===== config.mk =====
export PLATFORM = sky130hd
export DESIGN_NAME = miller_rabin_prime_tester_core
export DESIGN_NICKNAME = d
export VERILOG_FILES = /design/src/hw/rtl/mrpt_pkg.sv /design/src/hw/rtl/mrpt_modmul.sv /design/src/hw/rtl/mrpt_dp.sv /design/src/hw/rtl/mrpt_ctrl.sv /design/src/hw/rtl/miller_rabin_prime_tester_core.sv
export SDC_FILE = /design/constraint.sdc
export NUM_CORES = 1
export LEC_CHECK = 0
export BUFFER_PORTS_ARGS = -buffer_cell sky130_fd_sc_hd__buf_4
export CAP_MARGIN = 20
export CORE_MARGIN = 1
export CORE_UTILIZATION = 30
export DETAILED_ROUTE_END_ITERATION = 6
export GPL_TIMING_DRIVEN = 0
export PLACE_DENSITY = 0.44
export SYNTH_ARGS = -nofsm -noshare
export SYNTH_HDL_FRONTEND = slang
export SYNTH_HIERARCHICAL = 1
export SYNTH_SLANG_ARGS = --single-unit

===== constraint.sdc =====
create_clock -name clk_i -period 7.3 [get_ports clk_i]
set_input_delay 1.825 -clock clk_i [delete_from_list [all_inputs] [get_ports clk_i]]
set_output_delay 1.825 -clock clk_i [all_outputs]
set_load 0.05 [all_outputs]

===== src/hw/rtl/mrpt_pkg.sv =====
package mrpt_pkg;

  localparam int unsigned NumWidthDefault = 32;
  localparam int unsigned FieldWidth = 32;

  typedef enum logic [1:0] {
    VERDICT_COMPOSITE = 2'd0,
    VERDICT_PRIME     = 2'd1,
    VERDICT_PROBABLE  = 2'd2
  } verdict_e;

  typedef enum logic [1:0] {
    CLS_COMPOSITE = 2'd0,
    CLS_PRIME     = 2'd1,
    CLS_TEST      = 2'd2
  } cls_e;

  typedef enum logic [1:0] {
    MSRC_REDUCE = 2'd0,
    MSRC_SQUARE = 2'd1,
    MSRC_MULT   = 2'd2
  } msrc_e;

  typedef struct packed {
    logic  load;
    logic  mul_start;
    msrc_e mul_src;
    logic  split_shift;
    logic  exp_shift;
    logic  s_dec;
    logic  emit;
    logic  round_fail;
  } dp_cmd_t;

  typedef struct packed {
    cls_e cls;
    logic d_lsb;
    logic d_msb;
    logic last_bit;
    logic s_zero;
    logic x_is_one;
    logic x_is_nm1;
    logic mul_done;
    logic out_free;
  } dp_status_t;

endpackage


===== src/hw/rtl/mrpt_modmul.sv =====
module mrpt_modmul #(
  parameter int unsigned NUM_WIDTH = 32
) (
  input  logic                 clk_i,
  input  logic                 rst_ni,
  input  logic                 start_i,
  input  logic [NUM_WIDTH-1:0] x_i,
  input  logic [NUM_WIDTH-1:0] y_i,
  input  logic [NUM_WIDTH-1:0] n_i,
  output logic                 done_o,
  output logic [NUM_WIDTH-1:0] res_o
);

  // The operand y and the running sum stay below n; the modulus must be at least 2.
  localparam int unsigned EW = NUM_WIDTH + 3;
  localparam int unsigned CW = $clog2(NUM_WIDTH + 1);

  logic                 busy_q, busy_d;
  logic                 done_q, done_d;
  logic [CW-1:0]        cnt_q, cnt_d;
  logic [NUM_WIDTH-1:0] x_q, x_d;
  logic [NUM_WIDTH-1:0] y_q, y_d;
  logic [NUM_WIDTH-1:0] acc_q, acc_d;
  logic [NUM_WIDTH-1:0] y_sel;
  logic [EW-1:0]        p0, p1, p2;
  logic [NUM_WIDTH-1:0] step;

  always_comb begin
    y_sel = x_q[NUM_WIDTH-1] ? y_q : '0;
    p0 = {2'b00, acc_q, 1'b0} + {3'b000, y_sel};
    p1 = {2'b00, acc_q, 1'b0} + {3'b000, y_sel} - {3'b000, n_i};
    p2 = {2'b00, acc_q, 1'b0} + {3'b000, y_sel} - {2'b00, n_i, 1'b0};
    priority if (!p2[EW-1]) begin
      step = p2[NUM_WIDTH-1:0];
    end else if (!p1[EW-1]) begin
      step = p1[NUM_WIDTH-1:0];
    end else begin
      step = p0[NUM_WIDTH-1:0];
    end
  end

  always_comb begin
    busy_d = busy_q;
    done_d = 1'b0;
    cnt_d  = cnt_q;
    x_d    = x_q;
    y_d    = y_q;
    acc_d  = acc_q;
    if (start_i) begin
      busy_d = 1'b1;
      cnt_d  = CW'(NUM_WIDTH);
      x_d    = x_i;
      y_d    = y_i;
      acc_d  = '0;
    end else if (busy_q) begin
      acc_d = step;
      x_d   = {x_q[NUM_WIDTH-2:0], 1'b0};
      cnt_d = cnt_q - CW'(1);
      if (cnt_q == CW'(1)) begin
        busy_d = 1'b0;
        done_d = 1'b1;
      end
    end
  end

  always_ff @(posedge clk_i or negedge rst_ni) begin
    if (!rst_ni) begin
      busy_q <= 1'b0;
      done_q <= 1'b0;
    end else begin
      busy_q <= busy_d;
      done_q <= done_d;
    end
  end

  always_ff @(posedge clk_i) begin
    cnt_q <= cnt_d;
    x_q   <= x_d;
    y_q   <= y_d;
    acc_q <= acc_d;
  end

  assign done_o = done_q;
  assign res_o  = acc_q;

endmodule


===== src/hw/rtl/mrpt_dp.sv =====
module mrpt_dp #(
  parameter int unsigned NUM_WIDTH = 32
) (
  input  logic                              clk_i,
  input  logic                              rst_ni,
  input  mrpt_pkg::dp_cmd_t                 cmd_i,
  output mrpt_pkg::dp_status_t              status_o,
  input  logic [mrpt_pkg::FieldWidth-1:0]   candidate_i,
  input  logic [mrpt_pkg::FieldWidth-1:0]   base_i,
  input  logic                              last_base_i,
  output logic                              out_valid_o,
  input  logic                              out_stall_i,
  output logic [1:0]                        verdict_o,
  output logic                              final_res_o
);

  import mrpt_pkg::*;

  localparam int unsigned SW = $clog2(NUM_WIDTH);
  localparam int unsigned CW = $clog2(NUM_WIDTH + 1);
  localparam logic [NUM_WIDTH-1:0] One = {{(NUM_WIDTH-1){1'b0}}, 1'b1};
  localparam logic [NUM_WIDTH-1:0] Two = {{(NUM_WIDTH-2){1'b0}}, 2'b10};
  localparam logic [NUM_WIDTH-1:0] Three = {{(NUM_WIDTH-2){1'b0}}, 2'b11};

  logic [NUM_WIDTH-1:0] n_q, a_q, b_q, acc_q, d_q;
  logic [SW-1:0]        s_q;
  logic [CW-1:0]        bit_cnt_q;
  logic                 last_q;
  msrc_e                msrc_q;
  logic                 comp_q, comp_d;
  logic                 out_valid_q, out_valid_d;
  verdict_e             verdict_q, verdict_d;
  logic                 final_q, final_d;

  logic [NUM_WIDTH-1:0] cand_w, nm1;
  logic [NUM_WIDTH-1:0] mul_x, mul_y, mul_res;
  logic                 mul_done;
  cls_e                 cls;
  logic                 seen;

  assign cand_w = candidate_i[NUM_WIDTH-1:0];
  assign nm1    = n_q - One;

  always_comb begin
    if (!n_q[0]) begin
      cls = (n_q == Two) ? CLS_PRIME : CLS_COMPOSITE;
    end else if (n_q == Three) begin
      cls = CLS_PRIME;
    end else if (n_q == One) begin
      cls = CLS_COMPOSITE;
    end else begin
      cls = CLS_TEST;
    end
  end

  always_comb begin
    unique case (cmd_i.mul_src)
      MSRC_REDUCE: begin
        mul_x = a_q;
        mul_y = One;
      end
      MSRC_SQUARE: begin
        mul_x = acc_q;
        mul_y = acc_q;
      end
      MSRC_MULT: begin
        mul_x = acc_q;
        mul_y = b_q;
      end
      default: begin
        mul_x = acc_q;
        mul_y = acc_q;
      end
    endcase
  end

  mrpt_modmul #(
    .NUM_WIDTH(NUM_WIDTH)
  ) u_modmul (
    .clk_i  (clk_i),
    .rst_ni (rst_ni),
    .start_i(cmd_i.mul_start),
    .x_i    (mul_x),
    .y_i    (mul_y),
    .n_i    (n_q),
    .done_o (mul_done),
    .res_o  (mul_res)
  );

  always_ff @(posedge clk_i) begin
    if (cmd_i.load) begin
      n_q       <= cand_w;
      a_q       <= base_i[NUM_WIDTH-1:0];
      last_q    <= last_base_i;
      d_q       <= cand_w - One;
      s_q       <= '0;
      acc_q     <= One;
      bit_cnt_q <= CW'(NUM_WIDTH);
    end else begin
      if (cmd_i.split_shift) begin
        d_q <= {1'b0, d_q[NUM_WIDTH-1:1]};
        s_q <= s_q + SW'(1);
      end
      if (cmd_i.exp_shift) begin
        d_q       <= {d_q[NUM_WIDTH-2:0], 1'b0};
        bit_cnt_q <= bit_cnt_q - CW'(1);
      end
      if (cmd_i.s_dec) begin
        s_q <= s_q - SW'(1);
      end
      if (mul_done) begin
        if (msrc_q == MSRC_REDUCE) begin
          b_q <= mul_res;
        end else begin
          acc_q <= mul_res;
        end
      end
    end
    if (cmd_i.mul_start) begin
      msrc_q <= cmd_i.mul_src;
    end
  end

  always_comb begin
    seen        = comp_q | cmd_i.round_fail;
    comp_d      = comp_q;
    verdict_d   = verdict_q;
    final_d     = final_q;
    out_valid_d = out_valid_q & out_stall_i;
    if (cmd_i.emit) begin
      out_valid_d = 1'b1;
      unique case (cls)
        CLS_PRIME: begin
          verdict_d = VERDICT_PRIME;
          final_d   = 1'b1;
          comp_d    = 1'b0;
        end
        CLS_COMPOSITE: begin
          verdict_d = VERDICT_COMPOSITE;
          final_d   = 1'b1;
          comp_d    = 1'b0;
        end
        CLS_TEST: begin
          verdict_d = seen ? VERDICT_COMPOSITE : VERDICT_PROBABLE;
          final_d   = last_q;
          comp_d    = last_q ? 1'b0 : seen;
        end
        default: begin
          verdict_d = VERDICT_COMPOSITE;
          final_d   = 1'b1;
          comp_d    = 1'b0;
        end
      endcase
    end
  end

  always_ff @(posedge clk_i or negedge rst_ni) begin
    if (!rst_ni) begin
      comp_q      <= 1'b0;
      out_valid_q <= 1'b0;
    end else begin
      comp_q      <= comp_d;
      out_valid_q <= out_valid_d;
    end
  end

  always_ff @(posedge clk_i) begin
    verdict_q <= verdict_d;
    final_q   <= final_d;
  end

  always_comb begin
    status_o.cls      = cls;
    status_o.d_lsb    = d_q[0];
    status_o.d_msb    = d_q[NUM_WIDTH-1];
    status_o.last_bit = (bit_cnt_q == CW'(1));
    status_o.s_zero   = (s_q == '0);
    status_o.x_is_one = (acc_q == One);
    status_o.x_is_nm1 = (acc_q == nm1);
    status_o.mul_done = mul_done;
    status_o.out_free = !out_valid_q || !out_stall_i;
  end

  assign out_valid_o = out_valid_q;
  assign verdict_o   = verdict_q;
  assign final_res_o = final_q;

endmodule


===== src/hw/rtl/mrpt_ctrl.sv =====
module mrpt_ctrl (
  input  logic                 clk_i,
  input  logic                 rst_ni,
  input  logic                 in_valid_i,
  output logic                 in_stall_o,
  output mrpt_pkg::dp_cmd_t    cmd_o,
  input  mrpt_pkg::dp_status_t status_i
);

  import mrpt_pkg::*;

  typedef enum logic [11:0] {
    ST_IDLE        = 12'b0000_0000_0001,
    ST_CLASSIFY    = 12'b0000_0000_0010,
    ST_REDUCE      = 12'b0000_0000_0100,
    ST_SPLIT       = 12'b0000_0000_1000,
    ST_EXP_SQ      = 12'b0000_0001_0000,
    ST_EXP_SQ_DONE = 12'b0000_0010_0000,
    ST_EXP_MUL     = 12'b0000_0100_0000,
    ST_EXP_NEXT    = 12'b0000_1000_0000,
    ST_CHECK       = 12'b0001_0000_0000,
    ST_SQ_WAIT     = 12'b0010_0000_0000,
    ST_SQ_CHECK    = 12'b0100_0000_0000,
    ST_RESULT      = 12'b1000_0000_0000
  } state_e;

  state_e state_q, state_d;
  logic   fail_q, fail_d;
  logic   accept;

  assign in_stall_o = (state_q != ST_IDLE);
  assign accept     = in_valid_i && (state_q == ST_IDLE);

  always_comb begin
    state_d = state_q;
    fail_d  = fail_q;
    cmd_o   = '0;
    cmd_o.mul_src    = MSRC_SQUARE;
    cmd_o.round_fail = fail_q;
    unique case (state_q)
      ST_IDLE: begin
        if (accept) begin
          cmd_o.load = 1'b1;
          state_d    = ST_CLASSIFY;
        end
      end
      ST_CLASSIFY: begin
        fail_d = 1'b0;
        if (status_i.cls == CLS_TEST) begin
          cmd_o.mul_start = 1'b1;
          cmd_o.mul_src   = MSRC_REDUCE;
          state_d         = ST_REDUCE;
        end else begin
          state_d = ST_RESULT;
        end
      end
      ST_REDUCE: begin
        if (status_i.mul_done) begin
          state_d = ST_SPLIT;
        end
      end
      ST_SPLIT: begin
        if (!status_i.d_lsb) begin
          cmd_o.split_shift = 1'b1;
        end else begin
          cmd_o.mul_start = 1'b1;
          state_d         = ST_EXP_SQ;
        end
      end
      ST_EXP_SQ: begin
        if (status_i.mul_done) begin
          state_d = ST_EXP_SQ_DONE;
        end
      end
      ST_EXP_SQ_DONE: begin
        if (status_i.d_msb) begin
          cmd_o.mul_start = 1'b1;
          cmd_o.mul_src   = MSRC_MULT;
          state_d         = ST_EXP_MUL;
        end else begin
          state_d = ST_EXP_NEXT;
        end
      end
      ST_EXP_MUL: begin
        if (status_i.mul_done) begin
          state_d = ST_EXP_NEXT;
        end
      end
      ST_EXP_NEXT: begin
        cmd_o.exp_shift = 1'b1;
        if (status_i.last_bit) begin
          state_d = ST_CHECK;
        end else begin
          cmd_o.mul_start = 1'b1;
          state_d         = ST_EXP_SQ;
        end
      end
      ST_CHECK: begin
        priority if (status_i.x_is_one || status_i.x_is_nm1) begin
          fail_d  = 1'b0;
          state_d = ST_RESULT;
        end else if (status_i.s_zero) begin
          fail_d  = 1'b1;
          state_d = ST_RESULT;
        end else begin
          cmd_o.mul_start = 1'b1;
          state_d         = ST_SQ_WAIT;
        end
      end
      ST_SQ_WAIT: begin
        if (status_i.mul_done) begin
          cmd_o.s_dec = 1'b1;
          state_d     = ST_SQ_CHECK;
        end
      end
      ST_SQ_CHECK: begin
        priority if (status_i.x_is_one) begin
          fail_d  = 1'b1;
          state_d = ST_RESULT;
        end else if (status_i.x_is_nm1) begin
          fail_d  = 1'b0;
          state_d = ST_RESULT;
        end else if (status_i.s_zero) begin
          fail_d  = 1'b1;
          state_d = ST_RESULT;
        end else begin
          cmd_o.mul_start = 1'b1;
          state_d         = ST_SQ_WAIT;
        end
      end
      ST_RESULT: begin
        if (status_i.out_free) begin
          cmd_o.emit = 1'b1;
          state_d    = ST_IDLE;
        end
      end
      default: begin
        state_d = ST_IDLE;
      end
    endcase
  end

  always_ff @(posedge clk_i or negedge rst_ni) begin
    if (!rst_ni) begin
      state_q <= ST_IDLE;
      fail_q  <= 1'b0;
    end else begin
      state_q <= state_d;
      fail_q  <= fail_d;
    end
  end

endmodule


===== src/hw/rtl/miller_rabin_prime_tester_core.sv =====
// Miller-Rabin tester that runs one round per input beat and returns one result beat per
// input beat. Even candidates and candidates of 3 or less are classified directly, with no
// modular multiplication. Any other candidate goes through the base reduction, the split
// of n - 1 into its s factors of two and its odd part d, the square-and-multiply
// exponentiation over the bits of d and the squaring steps, so its run time depends on the
// number of set bits in d and on the number of squarings. A result that is still stalled
// at the output holds back the next result until it is taken.
// The modular multiplier is bit-serial: it retires one multiplier bit per cycle and is
// shared by the base reduction, the exponentiation and the squaring steps.
// One round is in flight at a time, and a finished result waits in the output register
// while the next beat is accepted. The composite flag covers all beats up to the next
// beat that carries a final result.
module miller_rabin_prime_tester_core #(
  parameter int unsigned NUM_WIDTH = mrpt_pkg::NumWidthDefault
) (
  input  logic                            clk_i,
  input  logic                            rst_ni,
  input  logic                            in_valid_i,
  output logic                            in_stall_o,
  input  logic [mrpt_pkg::FieldWidth-1:0] candidate_i,
  input  logic [mrpt_pkg::FieldWidth-1:0] base_i,
  input  logic                            last_base_i,
  output logic                            out_valid_o,
  input  logic                            out_stall_i,
  output logic [1:0]                      verdict_o,
  output logic                            final_res_o
);

  import mrpt_pkg::*;

  dp_cmd_t    cmd;
  dp_status_t status;

  mrpt_ctrl u_ctrl (
    .clk_i     (clk_i),
    .rst_ni    (rst_ni),
    .in_valid_i(in_valid_i),
    .in_stall_o(in_stall_o),
    .cmd_o     (cmd),
    .status_i  (status)
  );

  mrpt_dp #(
    .NUM_WIDTH(NUM_WIDTH)
  ) u_dp (
    .clk_i      (clk_i),
    .rst_ni     (rst_ni),
    .cmd_i      (cmd),
    .status_o   (status),
    .candidate_i(candidate_i),
    .base_i     (base_i),
    .last_base_i(last_base_i),
    .out_valid_o(out_valid_o),
    .out_stall_i(out_stall_i),
    .verdict_o  (verdict_o),
    .final_res_o(final_res_o)
  );

endmodule


==> flow_summary.yaml <==
clocking:
  cts-root-buf: "clkbuf_16"
  cts.sinks: 296
  clk_latency_ns: 0.52
  cts_buffers: 35
  clk_path_buf_depth: 3
  path_clk_slew_ns: 0.06
  cts_tree: "built"
  htree_levels: 2
  post_cts_buffers: 0
floorplan:
  die_w_microns: 254
  dieArea_sq_mm: 0.0647
  start_util_pct: 30.4
  die_h_microns: 254
  io_pins: 74
  core-area_sq_mm: 0.0630
  rows: 92
run_status:
  outcome: "finished clean"
timing:
  hold_viol: 0
  max_freq_mhz: 148
  finalCriticalPeriod_ns: 6.77
  rsz0062_at_grt: "no"
  post-route-worst-setup-slack_ns: 0.532
  slew_viol_final: 0
  clock_skew_ns: 0.0159
  timing.final.crit_share_pct: 92.7
  finalSetupViolCount: 0
  slew_headroom_pct: 31.3
  worst_slew_pin_slew_ns: 1.02
layout:
  final_common_cell: "edfxtp_1"
  fillers: 6391
  drive_gt1_share_pct: 12.7
  multiInputGateArea_sq_mm: 0.0105
  seq_area_sq_mm: 0.00799
  fin_nets: 2228
  insertedDiodeCount: 0
  final_cell_mix: "edfxtp_1, nand2_1, a21oi_1, nor2_1, ha_1"
  fin_cells: 2918
  areaGrowthSynthToFinish_pct: 15.4
  design_area_sq_mm: 0.0221
yosys:
  yosys_most_used_dff: "edfxtp_1"
  postSynthAreaPerCell_sq_um: 9.90
  synthesis.area_sq_mm: 0.0191
  ys_seq_area_share_pct: 41.8
  synth_fp_nets: 2111
  synth_seq_cells: 296
  synth_cells: 1931
  async_flop_share_pct: 5.74
  synth-edff-count: 198
  synthDistinctLibCells: 97
  ys_warn_count: 6
run:
  cap_viol_max_count: 0
worst_setup_path:
  critPathKind: "reg -> reg"
  cp_data_arrival_time_ns: 7.14
  required_ns: 7.67
  end_kind: "flop"
  critical_path.max_fanout: 10
  cp-start-kind: "flop"
  r2r_setup_slack_ns: 0.53
  cp_cell_sequence: "clkbuf_1, nand2_1, fa_1, nand2b_1, a211oi_2, o211ai_1, a21oi_1, o2111ai_1, a21oi_1, nor2_1, xnor2_1, ha_1, and4_1, a221o_1, a21o_1, a221oi_1, nand3_1, nor2_1, buf_2, a211oi_1"
  critical_path.slowest_cell: "nor2_1"
  critPathMaxStageDelay_ns: 0.63
global_routing:
  grt_pass1_vias: 14902
  grt_max_degree: 36
  grt_overflow_total: 0
  grt_pass1_wl_microns: 91500
  antenna_found_initial: 0
  grtUsageTotal_pct: 18.9
drt:
  vias_per_cell: 5.19
  wl_per_cell_microns: 20.9
  dr.first_iter.drc_count: 1036
  detail-route-antenna-nets: 0
  drc: 0
  first_pass_iters: 5
  num_vias: 15137
  finalWirelength_microns: 60900
placement:
  dp_hpwl_microns: 49400
  dp_slack_ns: 0.113
  place_area_sq_mm: 0.0209
  gp_congestion: 0.926
  portBuffers: 73
  post-place-cells: 2857
min_path:
  worst_hold_path_type: "reg -> reg"
-- cells by family (layout without fill, tap and decap cells) --
kind of cell	Yosys count	after routing	share of synthesized area, %
XOR/XNOR	165	165	7.56
AND/OR/NAND/NOR	605	605	16.2
buffers and inverters	153	294	3.47
flip-flops	296	296	41.8
multiplexers	107	107	6.00
AO/OA/AOI/OAI	494	494	17.5
adder cells (fa/ha/maj)	111	111	7.42
-- metal layers --
metal  global-route usage [%]  up-vias  part of all wire (%)
li1                         -     7396                     -
met1                     25.4     7268                    47
met2                     30.5      364                    45
met3                     1.88      109                   3.2
met4                     8.42        0                   4.4
met5                        0        -                     0
-- registers in the layout, summed over array words and instances, names as in the netlist, 12 cells and up --
signal,flops
u_dp/a_q,32
u_dp/acc_q,32
u_dp/b_q,32
u_dp/d_q,32
u_dp/u_modmul/res_o,32
u_dp/n_q,32
u_dp/u_modmul/x_q,32
u_dp/u_modmul/y_q,32
u_ctrl/state_q,12
-- through the flow --
step / utilization (%) / TNS (ns) / hold WS (ns)
2_1_floorplan: - / 0 / 0.436
3_3_place_gp: 32.9 / -123.02 / 0.473
3_5_place_dp: 33.1 / 0 / 0.471
4_1_cts: 35.0 / 0 / 0.496
5_1_grt: 35.0 / 0 / 0.516
6_report: 35.0 / 0 / 0.491
-- worst max-delay path: cells and delay by family, from the launching register on --
family / cells / cell delay (ns)
DFF: 1 / 0.52
xor gates and xnor gates: 1 / 0.30
adders and majority gates: 2 / 0.81
and+or+nand+nor: 6 / 1.76
AOI/OAI and AO/OA: 9 / 2.44
buffers and inverters: 2 / 0.78
-- layout make-up --
cell class | count | share of cell area (%)
multi-input cells | 1482 | 47.5
well taps | 846 | 4.80
flip-flops and latches | 296 | 36.2
clock inverters | 15 | 1.07
inverters | 83 | 1.41
plain buffers | 70 | 1.59
repair buffers | 80 | 2.95
clock buffers | 46 | 4.40
-- final timing paths --
kind	start	end	cells after the start
setup / recovery	u_dp/u_modmul/x_q[31]	u_dp/u_modmul/res_o[19]	20
hold / removal	u_dp/u_modmul/cnt_q[5]	u_dp/u_modmul/done_o	1
setup reg to reg	u_dp/u_modmul/x_q[31]	u_dp/u_modmul/res_o[19]	20
hold reg to reg	u_dp/u_modmul/cnt_q[5]	u_dp/u_modmul/done_o	1
max in group asynchronous	rst_ni	u_ctrl/state_q[0]	1
min in group asynchronous	rst_ni	u_ctrl/fail_q	1
-- Yosys cell counts (5+ instances only) --
master      n  share of area [%]
edfxtp_1  198                 31
nand2_1   170                3.3
a21oi_1   149                3.9
nor2_1    127                2.5
ha_1      107                7.0
xnor2_1   106                4.9
inv_1      82                1.6
o21ai_0    82                2.1
dfxtp_1    81                8.5
mux2_2     61                3.6
xor2_1     59                2.7
clkbuf_1   47               0.92
mux2i_1    46                2.4
nor3_1     46                1.2
and2_1     43                1.4
nand3_1    41                1.1
a21o_1     39                1.5
nor2b_1    32                1.0
a211oi_1   28                1.1
a22o_1     27                1.2
nor4_1     25               0.82
and3_1     19               0.62
or3_1      19               0.62
o21a_1     18               0.71
dfrtp_1    16                2.1
nand4_1    16               0.52
a31oi_1    13               0.43
o211ai_1   13               0.51
nand2b_1   11               0.36
o21bai_1   11               0.43
o31ai_1    10               0.39
a22oi_1     9               0.35
o21ai_1     9               0.24
o22ai_1     9               0.29
or4_1       8               0.31
a21boi_0    7               0.27
nand4b_1    7               0.32
or2_2       7               0.23
a211o_1     6               0.27
buf_1       6               0.12
buf_2       6               0.16
o221ai_1    6               0.27
buf_4       5               0.20
o31a_1      5               0.23
-- timing repair --
action	CTS	global route
endpoints found under the hold margin	0	0
gates resized for setup	0	1
hold buffers	0	0
setup endpoints to repair	0	32
Power is left out: the tool's default activity adds up to more than one toggle a clock period on the data nets, which glitch-free logic cannot reach.
